===== config.mk =====
export PLATFORM = sky130hd
export DESIGN_NAME = sync_length_frame_extractor_flat
export DESIGN_NICKNAME = d
export VERILOG_FILES = /design/src/rtl/slfe_pkg.sv /design/src/rtl/slfe_if.sv /design/src/rtl/slfe_front.sv /design/src/rtl/slfe_queue.sv /design/src/rtl/slfe_back.sv /design/src/rtl/sync_length_frame_extractor.sv /design/src/flat_wrapper.sv
export VERILOG_INCLUDE_DIRS = /design/src /design/src/rtl
export SDC_FILE = /design/constraint.sdc
export NUM_CORES = 1
export LEC_CHECK = 0
export ABC_CLOCK_PERIOD_IN_PS = 3350
export BUFFER_PORTS_ARGS = -buffer_cell sky130_fd_sc_hd__buf_4
export CORE_MARGIN = 2
export CORE_UTILIZATION = 62
export CTS_BUF_LIST = sky130_fd_sc_hd__clkbuf_8
export CTS_CLUSTER_DIAMETER = 50
export CTS_CLUSTER_SIZE = 20
export DETAILED_ROUTE_END_ITERATION = 16
export GPL_TIMING_DRIVEN = 1
export HOLD_SLACK_MARGIN = 0.1
export PLACE_DENSITY = 0.82
export SYNTH_ARGS = -nofsm -noshare
export SYNTH_HDL_FRONTEND = slang
export SYNTH_SLANG_ARGS = --single-unit

===== constraint.sdc =====
create_clock -name i_clk -period 3.35 [get_ports i_clk]
set_clock_uncertainty 0.2 [all_clocks]
set_input_delay 0.335 -clock i_clk [delete_from_list [all_inputs] [get_ports i_clk]]
set_output_delay 0.335 -clock i_clk [all_outputs]
set_load 0.01 [all_outputs]

===== src/rtl/sync_length_frame_extractor_defines.svh =====
// assertion macros shared by the deframer modules
`ifndef SYNC_LENGTH_FRAME_EXTRACTOR_DEFINES_SVH
`define SYNC_LENGTH_FRAME_EXTRACTOR_DEFINES_SVH

// condition must hold in the same cycle
`define SLFE_ASSERT_NOW(lbl, clk, rst_n, ante, cons, msg) \
    lbl: assert property (@(posedge clk) disable iff (!rst_n) (ante) |-> (cons)) \
        else $error(msg);

// condition must hold in the following cycle
`define SLFE_ASSERT_NEXT(lbl, clk, rst_n, ante, cons, msg) \
    lbl: assert property (@(posedge clk) disable iff (!rst_n) (ante) |=> (cons)) \
        else $error(msg);

`endif


===== src/rtl/slfe_pkg.sv =====
// shared types and constants of the sync/length deframer
package slfe_pkg;

    localparam int unsigned BYTE_W  = 8;
    localparam int unsigned CIDX_W  = 2;
    localparam int unsigned REM_W   = 9;

    typedef logic [BYTE_W-1:0] t_byte;
    typedef logic [CIDX_W-1:0] t_cfg_idx;
    typedef logic [REM_W-1:0]  t_rem;

    // register indexes
    localparam t_cfg_idx CFG_SYNC_FIRST  = t_cfg_idx'(0);
    localparam t_cfg_idx CFG_SYNC_SECOND = t_cfg_idx'(1);

    // register reset values
    localparam t_byte SYNC_FIRST_RST  = 8'h49;
    localparam t_byte SYNC_SECOND_RST = 8'h43;

    // one queued piece of work: a sync pair or one frame byte
    typedef struct packed {
        logic  pair;
        logic  last;
        t_byte lead;
        t_byte data;
    } t_entry;

    // front to queue write side
    typedef struct packed {
        logic   push;
        t_entry entry;
    } t_push;

endpackage


===== src/rtl/slfe_if.sv =====
// handshake channels of the deframer: received bytes, frame bytes, register writes
interface slfe_rx_if import slfe_pkg::*; ();
    logic  valid;
    logic  ready;
    t_byte rx_byte;
    modport source (output valid, output rx_byte, input ready);
    modport sink   (input valid, input rx_byte, output ready);
endinterface

interface slfe_frame_if import slfe_pkg::*; ();
    logic  valid;
    logic  ready;
    t_byte frame_byte;
    logic  frame_first;
    logic  frame_last;
    logic  run_last;
    modport source (output valid, output frame_byte, output frame_first,
                    output frame_last, output run_last, input ready);
    modport sink   (input valid, input frame_byte, input frame_first,
                    input frame_last, input run_last, output ready);
endinterface

interface slfe_cfg_if import slfe_pkg::*; ();
    logic     valid;
    logic     ready;
    t_cfg_idx index;
    t_byte    data;
    modport source (output valid, output index, output data, input ready);
    modport sink   (input valid, input index, input data, output ready);
endinterface


===== src/rtl/slfe_front.sv =====
// front end: sync hunt, length capture and frame byte classification
`include "sync_length_frame_extractor_defines.svh"

module slfe_front import slfe_pkg::*; (
    input  logic          i_clk,
    input  logic          i_rst_n,
    slfe_rx_if.sink       i_rx,
    slfe_cfg_if.sink      i_cfg,
    input  logic          i_full,
    output t_push         o_push
);

    typedef enum logic [2:0] {
        ST_HUNT   = 3'd0,
        ST_SECOND = 3'd1,
        ST_LEN    = 3'd2,
        ST_FIRST  = 3'd3,
        ST_MORE   = 3'd4
    } t_state;

    t_state r_state, n_state;
    t_rem   r_rem, n_rem;
    t_byte  r_sync_first, r_sync_second;
    logic   w_accept;
    t_rem   w_dec;
    t_push  w_push;

    assign i_cfg.ready = 1'b1;
    assign i_rx.ready  = !i_full;
    assign w_accept    = i_rx.valid && !i_full;
    assign w_dec       = (r_rem != '0) ? r_rem - t_rem'(1) : '0;

    // register writes, unknown indexes dropped
    always_ff @(posedge i_clk) begin
        if (!i_rst_n) begin
            r_sync_first  <= SYNC_FIRST_RST;
            r_sync_second <= SYNC_SECOND_RST;
        end else if (i_cfg.valid) begin
            unique case (i_cfg.index)
                CFG_SYNC_FIRST:  r_sync_first  <= i_cfg.data;
                CFG_SYNC_SECOND: r_sync_second <= i_cfg.data;
                default: ;
            endcase
        end
    end

    // classify the incoming byte
    always_comb begin
        n_state            = r_state;
        n_rem              = r_rem;
        w_push.push        = 1'b0;
        w_push.entry.pair  = 1'b0;
        w_push.entry.last  = 1'b0;
        w_push.entry.lead  = r_sync_first;
        w_push.entry.data  = i_rx.rx_byte;
        if (w_accept) begin
            unique case (r_state)
                ST_SECOND: begin
                    if (i_rx.rx_byte == r_sync_second) begin
                        w_push.push       = 1'b1;
                        w_push.entry.pair = 1'b1;
                        n_state           = ST_LEN;
                        n_rem             = '0;
                    end else begin
                        n_state = ST_HUNT;
                    end
                end
                ST_LEN: begin
                    w_push.push = 1'b1;
                    n_rem       = t_rem'(i_rx.rx_byte) + t_rem'(1);
                    n_state     = ST_FIRST;
                end
                ST_FIRST: begin
                    w_push.push = 1'b1;
                    n_rem       = w_dec;
                    n_state     = ST_MORE;
                end
                ST_MORE: begin
                    w_push.push       = 1'b1;
                    w_push.entry.last = (w_dec == '0);
                    n_rem             = w_dec;
                    if (w_dec == '0) begin
                        n_state = ST_HUNT;
                    end
                end
                default: begin
                    if (i_rx.rx_byte == r_sync_first) begin
                        n_state = ST_SECOND;
                        n_rem   = '0;
                    end else begin
                        n_state = ST_HUNT;
                    end
                end
            endcase
        end
    end

    // state and byte count
    always_ff @(posedge i_clk) begin
        if (!i_rst_n) begin
            r_state <= ST_HUNT;
            r_rem   <= '0;
        end else begin
            r_state <= n_state;
            r_rem   <= n_rem;
        end
    end

    assign o_push = w_push;

    `SLFE_ASSERT_NOW(a_first_owes, i_clk, i_rst_n, r_state == ST_FIRST, r_rem != '0,
        "first payload byte expected with nothing owed")
    `SLFE_ASSERT_NOW(a_last_in_more, i_clk, i_rst_n, w_push.push && w_push.entry.last,
        r_state == ST_MORE, "frame end raised outside payload")
    `SLFE_ASSERT_NOW(a_no_push_full, i_clk, i_rst_n, i_full, !w_push.push,
        "item queued while queue full")

endmodule


===== src/rtl/slfe_queue.sv =====
// small fifo between front and back ends
`include "sync_length_frame_extractor_defines.svh"

module slfe_queue import slfe_pkg::*; #(
    parameter int unsigned DEPTH = 4
) (
    input  logic   i_clk,
    input  logic   i_rst_n,
    input  t_push  i_push,
    input  logic   i_pop,
    output logic   o_full,
    output logic   o_empty,
    output t_entry o_head
);

    localparam int unsigned PTR_W = (DEPTH > 1) ? $clog2(DEPTH) : 1;
    localparam int unsigned CNT_W = $clog2(DEPTH + 1);
    localparam logic [PTR_W-1:0] LAST_PTR = PTR_W'(DEPTH - 1);

    t_entry           r_mem [DEPTH];
    logic [PTR_W-1:0] r_wr, r_rd;
    logic [CNT_W-1:0] r_cnt;
    logic             w_wr, w_rd;

    assign o_full  = (r_cnt == CNT_W'(DEPTH));
    assign o_empty = (r_cnt == '0);
    assign w_wr    = i_push.push && !o_full;
    assign w_rd    = i_pop && !o_empty;
    assign o_head  = r_mem[r_rd];

    // storage
    always_ff @(posedge i_clk) begin
        if (w_wr) begin
            r_mem[r_wr] <= i_push.entry;
        end
    end

    // pointers and fill count
    always_ff @(posedge i_clk) begin
        if (!i_rst_n) begin
            r_wr  <= '0;
            r_rd  <= '0;
            r_cnt <= '0;
        end else begin
            if (w_wr) begin
                r_wr <= (r_wr == LAST_PTR) ? '0 : r_wr + PTR_W'(1);
            end
            if (w_rd) begin
                r_rd <= (r_rd == LAST_PTR) ? '0 : r_rd + PTR_W'(1);
            end
            case ({w_wr, w_rd})
                2'b10:   r_cnt <= r_cnt + CNT_W'(1);
                2'b01:   r_cnt <= r_cnt - CNT_W'(1);
                default: ;
            endcase
        end
    end

    `SLFE_ASSERT_NOW(a_cnt_range, i_clk, i_rst_n, 1'b1, r_cnt <= CNT_W'(DEPTH),
        "fill count beyond depth")
    `SLFE_ASSERT_NOW(a_empty_ptrs, i_clk, i_rst_n, o_empty, r_wr == r_rd,
        "pointers apart while empty")
    `SLFE_ASSERT_NEXT(a_cnt_step, i_clk, i_rst_n, w_wr && !w_rd && !o_full, !o_empty,
        "queue empty after a write")

endmodule


===== src/rtl/slfe_back.sv =====
// back end: expands sync pairs and drives the frame output register
`include "sync_length_frame_extractor_defines.svh"

module slfe_back import slfe_pkg::*; (
    input  logic         i_clk,
    input  logic         i_rst_n,
    input  logic         i_empty,
    input  t_entry       i_head,
    output logic         o_pop,
    slfe_frame_if.source o_frame
);

    logic  r_valid, r_half;
    t_byte r_byte;
    logic  r_first, r_last, r_run_last;
    logic  w_load, w_lead;

    // output register free, head can go out
    assign w_load = (!r_valid || o_frame.ready) && !i_empty;
    // first half of a sync pair stays in the queue
    assign w_lead = i_head.pair && !r_half;
    assign o_pop  = w_load && !w_lead;

    // control flags
    always_ff @(posedge i_clk) begin
        if (!i_rst_n) begin
            r_valid <= 1'b0;
            r_half  <= 1'b0;
        end else if (!r_valid || o_frame.ready) begin
            r_valid <= !i_empty;
            if (!i_empty) begin
                r_half <= w_lead;
            end
        end
    end

    // output payload
    always_ff @(posedge i_clk) begin
        if (w_load) begin
            r_byte     <= w_lead ? i_head.lead : i_head.data;
            r_first    <= w_lead;
            r_last     <= !w_lead && i_head.last;
            r_run_last <= !w_lead;
        end
    end

    assign o_frame.valid       = r_valid;
    assign o_frame.frame_byte  = r_byte;
    assign o_frame.frame_first = r_first;
    assign o_frame.frame_last  = r_last;
    assign o_frame.run_last    = r_run_last;

    `SLFE_ASSERT_NOW(a_half_held, i_clk, i_rst_n, r_half,
        r_valid && r_first && !r_run_last, "pair half without leading sync item")
    `SLFE_ASSERT_NOW(a_first_not_last, i_clk, i_rst_n, r_valid && r_first,
        !r_last, "frame start marked as frame end")
    `SLFE_ASSERT_NOW(a_pop_nonempty, i_clk, i_rst_n, o_pop, !i_empty,
        "pop from empty queue")

endmodule


===== src/rtl/sync_length_frame_extractor.sv =====
// top level of the sync/length prefixed frame extractor
//
//  port     dir  role              payload
//  i_rx     in   received bytes    rx_byte
//  o_frame  out  frame bytes       frame_byte, frame_first, frame_last, run_last
//  i_cfg    in   register writes   index (0 sync_first, 1 sync_second), data
//
// one received byte accepted per cycle while the queue has room
// a matched sync pair leaves as two items from the output stage
// queue written at the accept edge, output register then loaded from the queue head
// synchronous active-low reset, no clearing pass; output stalls back up through the queue
module sync_length_frame_extractor import slfe_pkg::*; #(
    parameter int unsigned QUEUE_DEPTH = 4
) (
    input  logic         i_clk,
    input  logic         i_rst_n,
    slfe_rx_if.sink      i_rx,
    slfe_frame_if.source o_frame,
    slfe_cfg_if.sink     i_cfg
);

    t_push  w_push;
    t_entry w_head;
    logic   w_full, w_empty, w_pop;

    // byte classification
    slfe_front u_front (
        .i_clk   (i_clk),
        .i_rst_n (i_rst_n),
        .i_rx    (i_rx),
        .i_cfg   (i_cfg),
        .i_full  (w_full),
        .o_push  (w_push)
    );

    // decoupling queue
    slfe_queue #(
        .DEPTH (QUEUE_DEPTH)
    ) u_queue (
        .i_clk   (i_clk),
        .i_rst_n (i_rst_n),
        .i_push  (w_push),
        .i_pop   (w_pop),
        .o_full  (w_full),
        .o_empty (w_empty),
        .o_head  (w_head)
    );

    // result emission
    slfe_back u_back (
        .i_clk   (i_clk),
        .i_rst_n (i_rst_n),
        .i_empty (w_empty),
        .i_head  (w_head),
        .o_pop   (w_pop),
        .o_frame (o_frame)
    );

endmodule


===== src/flat_wrapper.sv =====
// flat-port wrapper written by rule: the top's interface ports become plain ports
module sync_length_frame_extractor_flat import slfe_pkg::*;
#(
    parameter int unsigned QUEUE_DEPTH = 4
)
  (i_clk, i_rst_n, i_rx_valid, i_rx_rx_byte, i_rx_ready, o_frame_valid, o_frame_frame_byte, o_frame_frame_first, o_frame_frame_last, o_frame_run_last, o_frame_ready, i_cfg_valid, i_cfg_index, i_cfg_data, i_cfg_ready);
  slfe_rx_if i_rx_i ();
  slfe_frame_if o_frame_i ();
  slfe_cfg_if i_cfg_i ();
  input  logic i_clk;
  input  logic i_rst_n;
  input wire logic [$bits(i_rx_i.valid)-1:0] i_rx_valid;
  input wire logic [$bits(i_rx_i.rx_byte)-1:0] i_rx_rx_byte;
  output wire logic [$bits(i_rx_i.ready)-1:0] i_rx_ready;
  output wire logic [$bits(o_frame_i.valid)-1:0] o_frame_valid;
  output wire logic [$bits(o_frame_i.frame_byte)-1:0] o_frame_frame_byte;
  output wire logic [$bits(o_frame_i.frame_first)-1:0] o_frame_frame_first;
  output wire logic [$bits(o_frame_i.frame_last)-1:0] o_frame_frame_last;
  output wire logic [$bits(o_frame_i.run_last)-1:0] o_frame_run_last;
  input wire logic [$bits(o_frame_i.ready)-1:0] o_frame_ready;
  input wire logic [$bits(i_cfg_i.valid)-1:0] i_cfg_valid;
  input wire logic [$bits(i_cfg_i.index)-1:0] i_cfg_index;
  input wire logic [$bits(i_cfg_i.data)-1:0] i_cfg_data;
  output wire logic [$bits(i_cfg_i.ready)-1:0] i_cfg_ready;
  assign i_rx_i.valid = i_rx_valid;
  assign i_rx_i.rx_byte = i_rx_rx_byte;
  assign i_rx_ready = i_rx_i.ready;
  assign o_frame_valid = o_frame_i.valid;
  assign o_frame_frame_byte = o_frame_i.frame_byte;
  assign o_frame_frame_first = o_frame_i.frame_first;
  assign o_frame_frame_last = o_frame_i.frame_last;
  assign o_frame_run_last = o_frame_i.run_last;
  assign o_frame_i.ready = o_frame_ready;
  assign i_cfg_i.valid = i_cfg_valid;
  assign i_cfg_i.index = i_cfg_index;
  assign i_cfg_i.data = i_cfg_data;
  assign i_cfg_ready = i_cfg_i.ready;
  sync_length_frame_extractor #(.QUEUE_DEPTH(QUEUE_DEPTH)) u_core (.i_clk(i_clk), .i_rst_n(i_rst_n), .i_rx(i_rx_i), .o_frame(o_frame_i), .i_cfg(i_cfg_i));
endmodule

==> report_table.html <==
<table>
<tr><th>Metric</th><th>Value</th></tr>
<tr><th colspan="2">Status</th></tr>
<tr><td>Outcome</td><td>completed</td></tr>
<tr><th colspan="2">Synthesis</th></tr>
<tr><td>Post-synthesis instance area</td><td>5350 um^2</td></tr>
<tr><td>Number of cells produced by synthesis</td><td>381</td></tr>
<tr><td>Primary FF master, synth</td><td>sky130_fd_sc_hd__edfxtp_1</td></tr>
<tr><td>Synth warnings</td><td>0</td></tr>
<tr><td>Most area-consuming cells after synthesis</td><td>sky130_fd_sc_hd__edfxtp_1, sky130_fd_sc_hd__dfxtp_1, sky130_fd_sc_hd__mux4_1, sky130_fd_sc_hd__mux2i_1, sky130_fd_sc_hd__nor2_1</td></tr>
<tr><td>Post-synth cell types</td><td>54</td></tr>
<tr><td>Register bit total from synthesis</td><td>122</td></tr>
<tr><td>Mean area per synthesized cell</td><td>14.0 um^2</td></tr>
<tr><td>Number of flops mapped to enable cells by yosys</td><td>83</td></tr>
<tr><td>Share of synthesized registers carrying an async set or reset</td><td>0</td></tr>
<tr><td>Fraction of post-synthesis cell area in the top cell type by area</td><td>0.466</td></tr>
<tr><td>Mapped Nets</td><td>413</td></tr>
<tr><td>Fraction of the yosys area taken by sequential cells</td><td>0.612</td></tr>
<tr><td>Largest area contributor in the netlist</td><td>sky130_fd_sc_hd__edfxtp_1</td></tr>
<tr><th colspan="2">Global route</th></tr>
<tr><td>Gr ovfl total</td><td>0</td></tr>
<tr><td>Overall Global Routing Usage</td><td>0.235</td></tr>
<tr><td>Wire length of the first global-routing pass</td><td>17,000 um</td></tr>
<tr><td>Number of global-route vias before repair</td><td>3,483</td></tr>
<tr><td>Antenna violations before repair</td><td>0</td></tr>
<tr><td>Pin count of the biggest net entering global routing</td><td>28</td></tr>
<tr><th colspan="2">Pwr</th></tr>
<tr><td>Power density cells</td><td>616 nW/um^2</td></tr>
<tr><td>Peak supply drop</td><td>374 uV</td></tr>
<tr><td>P_leak</td><td>2.34 nW</td></tr>
<tr><th colspan="2">Detailed routing</th></tr>
<tr><td>Routed WL per cell</td><td>18.5 um</td></tr>
<tr><td>First-iteration detailed-routing DRC count</td><td>176</td></tr>
<tr><td>Count of vias placed by the detailed router</td><td>3,408</td></tr>
<tr><td>Avg Vias per Cell</td><td>5.99</td></tr>
<tr><td>ANT nets after route</td><td>0</td></tr>
<tr><td>Post-detailed-routing wire length</td><td>10,500 um</td></tr>
<tr><td>First-pass iteration count of the detailed router</td><td>4</td></tr>
<tr><td>DRC violation count after routing</td><td>0</td></tr>
<tr><th colspan="2">Critical path</th></tr>
<tr><td>R2r startpoint</td><td>u_core.u_front.r_state[0]$_SDFFE_PN0P_</td></tr>
<tr><td>Register-to-Register Path Depth</td><td>9</td></tr>
<tr><td>Category of the worst setup path capture point</td><td>register</td></tr>
<tr><td>Worst endpoint required time</td><td>3.46 ns</td></tr>
<tr><td>Worst setup path startpoint</td><td>i_rx_rx_byte[0]</td></tr>
<tr><td>Kind of launch point of the worst setup path</td><td>primary input</td></tr>
<tr><td>Levels on crit path</td><td>12</td></tr>
<tr><td>Peak fanout along the critical path</td><td>11</td></tr>
<tr><td>Setup CP Type</td><td>primary input to register</td></tr>
<tr><td>Critical Path Slowest Stage Cell</td><td>sky130_fd_sc_hd__dlygate4sd3_1</td></tr>
<tr><td>Cell chain of the critical path</td><td>dlygate4sd3_1 -&gt; buf_4 -&gt; xor2_1 -&gt; nor4_2 -&gt; nand4_1 -&gt; a21oi_2 -&gt; inv_1 -&gt; ha_1 -&gt; fa_1 -&gt; xnor2_1 -&gt; or3_1 -&gt; a21oi_1</td></tr>
<tr><td>Crit-path max cell delay</td><td>0.53 ns</td></tr>
<tr><td>Critical path buffer and inverter count</td><td>3</td></tr>
<tr><td>Worst endpoint data arrival time</td><td>3.34 ns</td></tr>
<tr><td>Kind of cell with the highest combined delay on the critical path</td><td>simple AND/OR/NAND/NOR gates</td></tr>
<tr><th colspan="2">Min path</th></tr>
<tr><td>Hold path depth</td><td>2</td></tr>
<tr><td>Type of the most critical hold path</td><td>register to register</td></tr>
<tr><td>Worst Min Path Start</td><td>u_core.u_back.o_frame.valid$_SDFFE_PN0N_</td></tr>
<tr><th colspan="2">STA</th></tr>
<tr><td>Actual slew at the worst max-slew pin</td><td>0.804 ns</td></tr>
<tr><td>Final Hold Viols</td><td>0</td></tr>
<tr><td>Relative slew slack</td><td>0.461</td></tr>
<tr><td>Share of the cycle needed by the critical path after routing</td><td>0.964</td></tr>
<tr><td>Number of setup violations in the final report</td><td>0</td></tr>
<tr><td>Slew Limit Fails</td><td>0</td></tr>
<tr><td>Maximum operating frequency</td><td>310 MHz</td></tr>
<tr><td>Final critical path time including I/O delays and setup</td><td>3.23 ns</td></tr>
<tr><th colspan="2">Place</th></tr>
<tr><td>Final GP Congestion</td><td>0.911</td></tr>
<tr><td>I/O Buffers</td><td>35</td></tr>
<tr><td>Cell area after placement</td><td>5730 um^2</td></tr>
<tr><td>Number of placed instances, taps included</td><td>515</td></tr>
<tr><td>Half-perimeter wire length after placement</td><td>6680 um</td></tr>
<tr><th colspan="2">Layout</th></tr>
<tr><td>Antenna diode count</td><td>0</td></tr>
<tr><td>Finished layout cell area</td><td>6340 um^2</td></tr>
<tr><td>Total number of nets in the final design</td><td>483</td></tr>
<tr><td>Area taken by multi-input logic gates</td><td>1960 um^2</td></tr>
<tr><td>Post-Layout Cell Count</td><td>569</td></tr>
<tr><td>Signed area change from the synthesized netlist to the final layout</td><td>18.6%</td></tr>
<tr><td>Sequential cell area</td><td>3270 um^2</td></tr>
<tr><td>Share of cells above drive strength 1</td><td>0.203</td></tr>
<tr><td>Utilization of the core after routing</td><td>0.764</td></tr>
<tr><td>Layout fillers</td><td>512</td></tr>
<tr><th colspan="2">CTS</th></tr>
<tr><td>TritonCTS clock tree</td><td>built</td></tr>
<tr><td>Total number of clock tree sinks</td><td>122</td></tr>
<tr><td>Maximum clock insertion buffer count</td><td>2</td></tr>
<tr><td>Clock latency at the later pin of the worst-skew pair</td><td>0.41 ns</td></tr>
<tr><td>Register clock-pin slew on the reported worst setup and hold paths</td><td>0.06 ns</td></tr>
<tr><td>Clk root buf</td><td>sky130_fd_sc_hd__clkbuf_8</td></tr>
<tr><td>H-tree depth</td><td>4</td></tr>
<tr><td>Clock buffers created by TritonCTS</td><td>17</td></tr>
<tr><th colspan="2">Floorplan</th></tr>
<tr><td>Chip Height</td><td>96.9 um</td></tr>
<tr><td># IOs</td><td>37</td></tr>
<tr><td>Total number of placement rows</td><td>33</td></tr>
<tr><td>Initial core utilization</td><td>0.644</td></tr>
<tr><td>DIE WIDTH</td><td>96.9 um</td></tr>
<tr><td>Floorplan core area</td><td>8300 um^2</td></tr>
<tr><td>Die Footprint</td><td>9380 um^2</td></tr>
<tr><th colspan="2">Flow run</th></tr>
<tr><td>Max-capacitance violation count</td><td>0</td></tr>
</table>
## cells by family after synthesis
| logic type | synth area share |
|---|---|
| buffers and inverters | 0.0239 |
| adders and majority gates | 0.0225 |
| muxes | 0.139 |
| xor gates and xnor gates | 0.0409 |
| DFF | 0.612 |
| other | 0.000701 |
| AOI/OAI and AO/OA | 0.0566 |
| and+or+nand+nor | 0.104 |
## layout make-up
cell class	instances	area share
Tap cell	105	0.0207
Inverter	10	0.00631
Clock buffer	20	0.0434
Timing Repair Buffer	67	0.0876
Clock inverter	12	0.0172
Sequential cell	122	0.516
Multi-Input combinational cell	233	0.309
## what timing repair did
item,CTS,global route
setup endpoints to repair,0,1
hold endpoints to repair,55,0
resized for setup,0,2
buffers inserted,0,1
hold buffers,21,0
## power by group
part           internal, mW  total (mW)  leakage (nW)  switching, mW
combinational         0.411       0.832          1.07          0.421
sequential             1.77        1.83          1.07         0.0672
clock                 0.703        1.24         0.203          0.537
total                  2.88        3.90          2.34           1.03
## worst paths after layout
check,slack (ns),endpoint
max,0.12,u_core.u_queue.r_cnt[2]$_SDFFE_PN0P_
min,0.27,u_core.u_back.o_frame.valid$_SDFFE_PN0N_
min reg2reg,0.27,u_core.u_back.o_frame.valid$_SDFFE_PN0N_
max reg2reg,0.37,u_core.u_queue.r_cnt[2]$_SDFFE_PN0P_
## layout by cell type, fill, tap and decap left out, drive strengths merged, types with 4 or more instances in the layout
cell,n
ha,8
xor2,14
nor3,7
nor2,39
a21oi,13
dlygate4sd3,21
nand3,8
nand4,5
nand2b,7
buf,46
o31ai,5
o21ai,9
edfxtp,83
clkinv,6
o32ai,4
mux4,18
inv,12
nand2,17
and2,7
xnor2,11
clkbuf,20
dfxtp,39
mux2i,18
a211oi,4
mux2,9
## flip-flops by register name, summed over array words and instances, names as in the netlist, named ones only
| register | cells |
|---|---|
| u_core.u_queue.r_rd | 2 |
| u_core.u_back.o_frame.frame_first | 1 |
| u_core.u_back.o_frame.frame_byte | 8 |
| u_core.u_queue.r_mem | 72 |
| u_core.u_front.r_sync_second | 8 |
| u_core.u_front.r_state | 3 |
| u_core.u_front.r_rem | 9 |
| u_core.u_queue.r_wr | 2 |
| u_core.u_front.r_sync_first | 8 |
| u_core.u_back.o_frame.valid | 1 |
| u_core.u_queue.r_cnt | 3 |
| u_core.u_back.o_frame.run_last | 1 |
| u_core.u_back.r_half | 1 |
| u_core.u_back.o_frame.frame_last | 1 |
## cells in the mapped netlist (2+ instances only)
master	instances
sky130_fd_sc_hd__a211oi_1	4
sky130_fd_sc_hd__a21oi_1	13
sky130_fd_sc_hd__and2_1	7
sky130_fd_sc_hd__and3_1	2
sky130_fd_sc_hd__buf_2	3
sky130_fd_sc_hd__clkbuf_1	8
sky130_fd_sc_hd__dfxtp_1	39
sky130_fd_sc_hd__edfxtp_1	83
sky130_fd_sc_hd__ha_1	8
sky130_fd_sc_hd__inv_1	8
sky130_fd_sc_hd__mux2_2	9
sky130_fd_sc_hd__mux2i_1	18
sky130_fd_sc_hd__mux4_1	15
sky130_fd_sc_hd__mux4_2	3
sky130_fd_sc_hd__nand2_1	17
sky130_fd_sc_hd__nand2b_1	6
sky130_fd_sc_hd__nand3_1	8
sky130_fd_sc_hd__nand4_1	5
sky130_fd_sc_hd__nor2_1	39
sky130_fd_sc_hd__nor2b_1	3
sky130_fd_sc_hd__nor3_1	7
sky130_fd_sc_hd__nor3b_1	2
sky130_fd_sc_hd__nor4_1	2
sky130_fd_sc_hd__o211ai_1	2
sky130_fd_sc_hd__o21ai_0	8
sky130_fd_sc_hd__o22ai_1	3
sky130_fd_sc_hd__o31ai_1	4
sky130_fd_sc_hd__o32ai_1	4
sky130_fd_sc_hd__or3_1	2
sky130_fd_sc_hd__or3b_1	2
sky130_fd_sc_hd__xnor2_1	11
sky130_fd_sc_hd__xor2_1	14
## metrics by stage
step	total power, mW	setup TNS [ns]	worst slack (ns)	hold slack, ns
finish	3.90	0	0.121	0.274
global route	4.08	-0.0215	-0.0215	0.268
CTS	3.92	0	0.0736	0.239
detailed placement	2.68	0	0.239	0.265
global placement	2.65	0	0.323	0.256
floorplan	2.42	0	0.356	0.234
## worst reg2reg max path, delay by kind of cell (launching register included)
kind                       cells  cell delay [ns]
and+or+nand+nor                3             0.96
adders and majority gates      2             0.61
DFF                            1             0.46
AOI/OAI and AO/OA              2             0.44
xor gates and xnor gates       1             0.14
buffers and inverters          1             0.07
## per-layer routing
layer  up-vias  global-route usage  share of wire
met3        18              0.0621          0.052
met4         0              0.0932          0.023
met1      1711               0.281           0.40
met5         -                   0              0
met2       103               0.404           0.52
li1       1576                   -              -
Note: power is estimated with default switching activity, not from simulation.
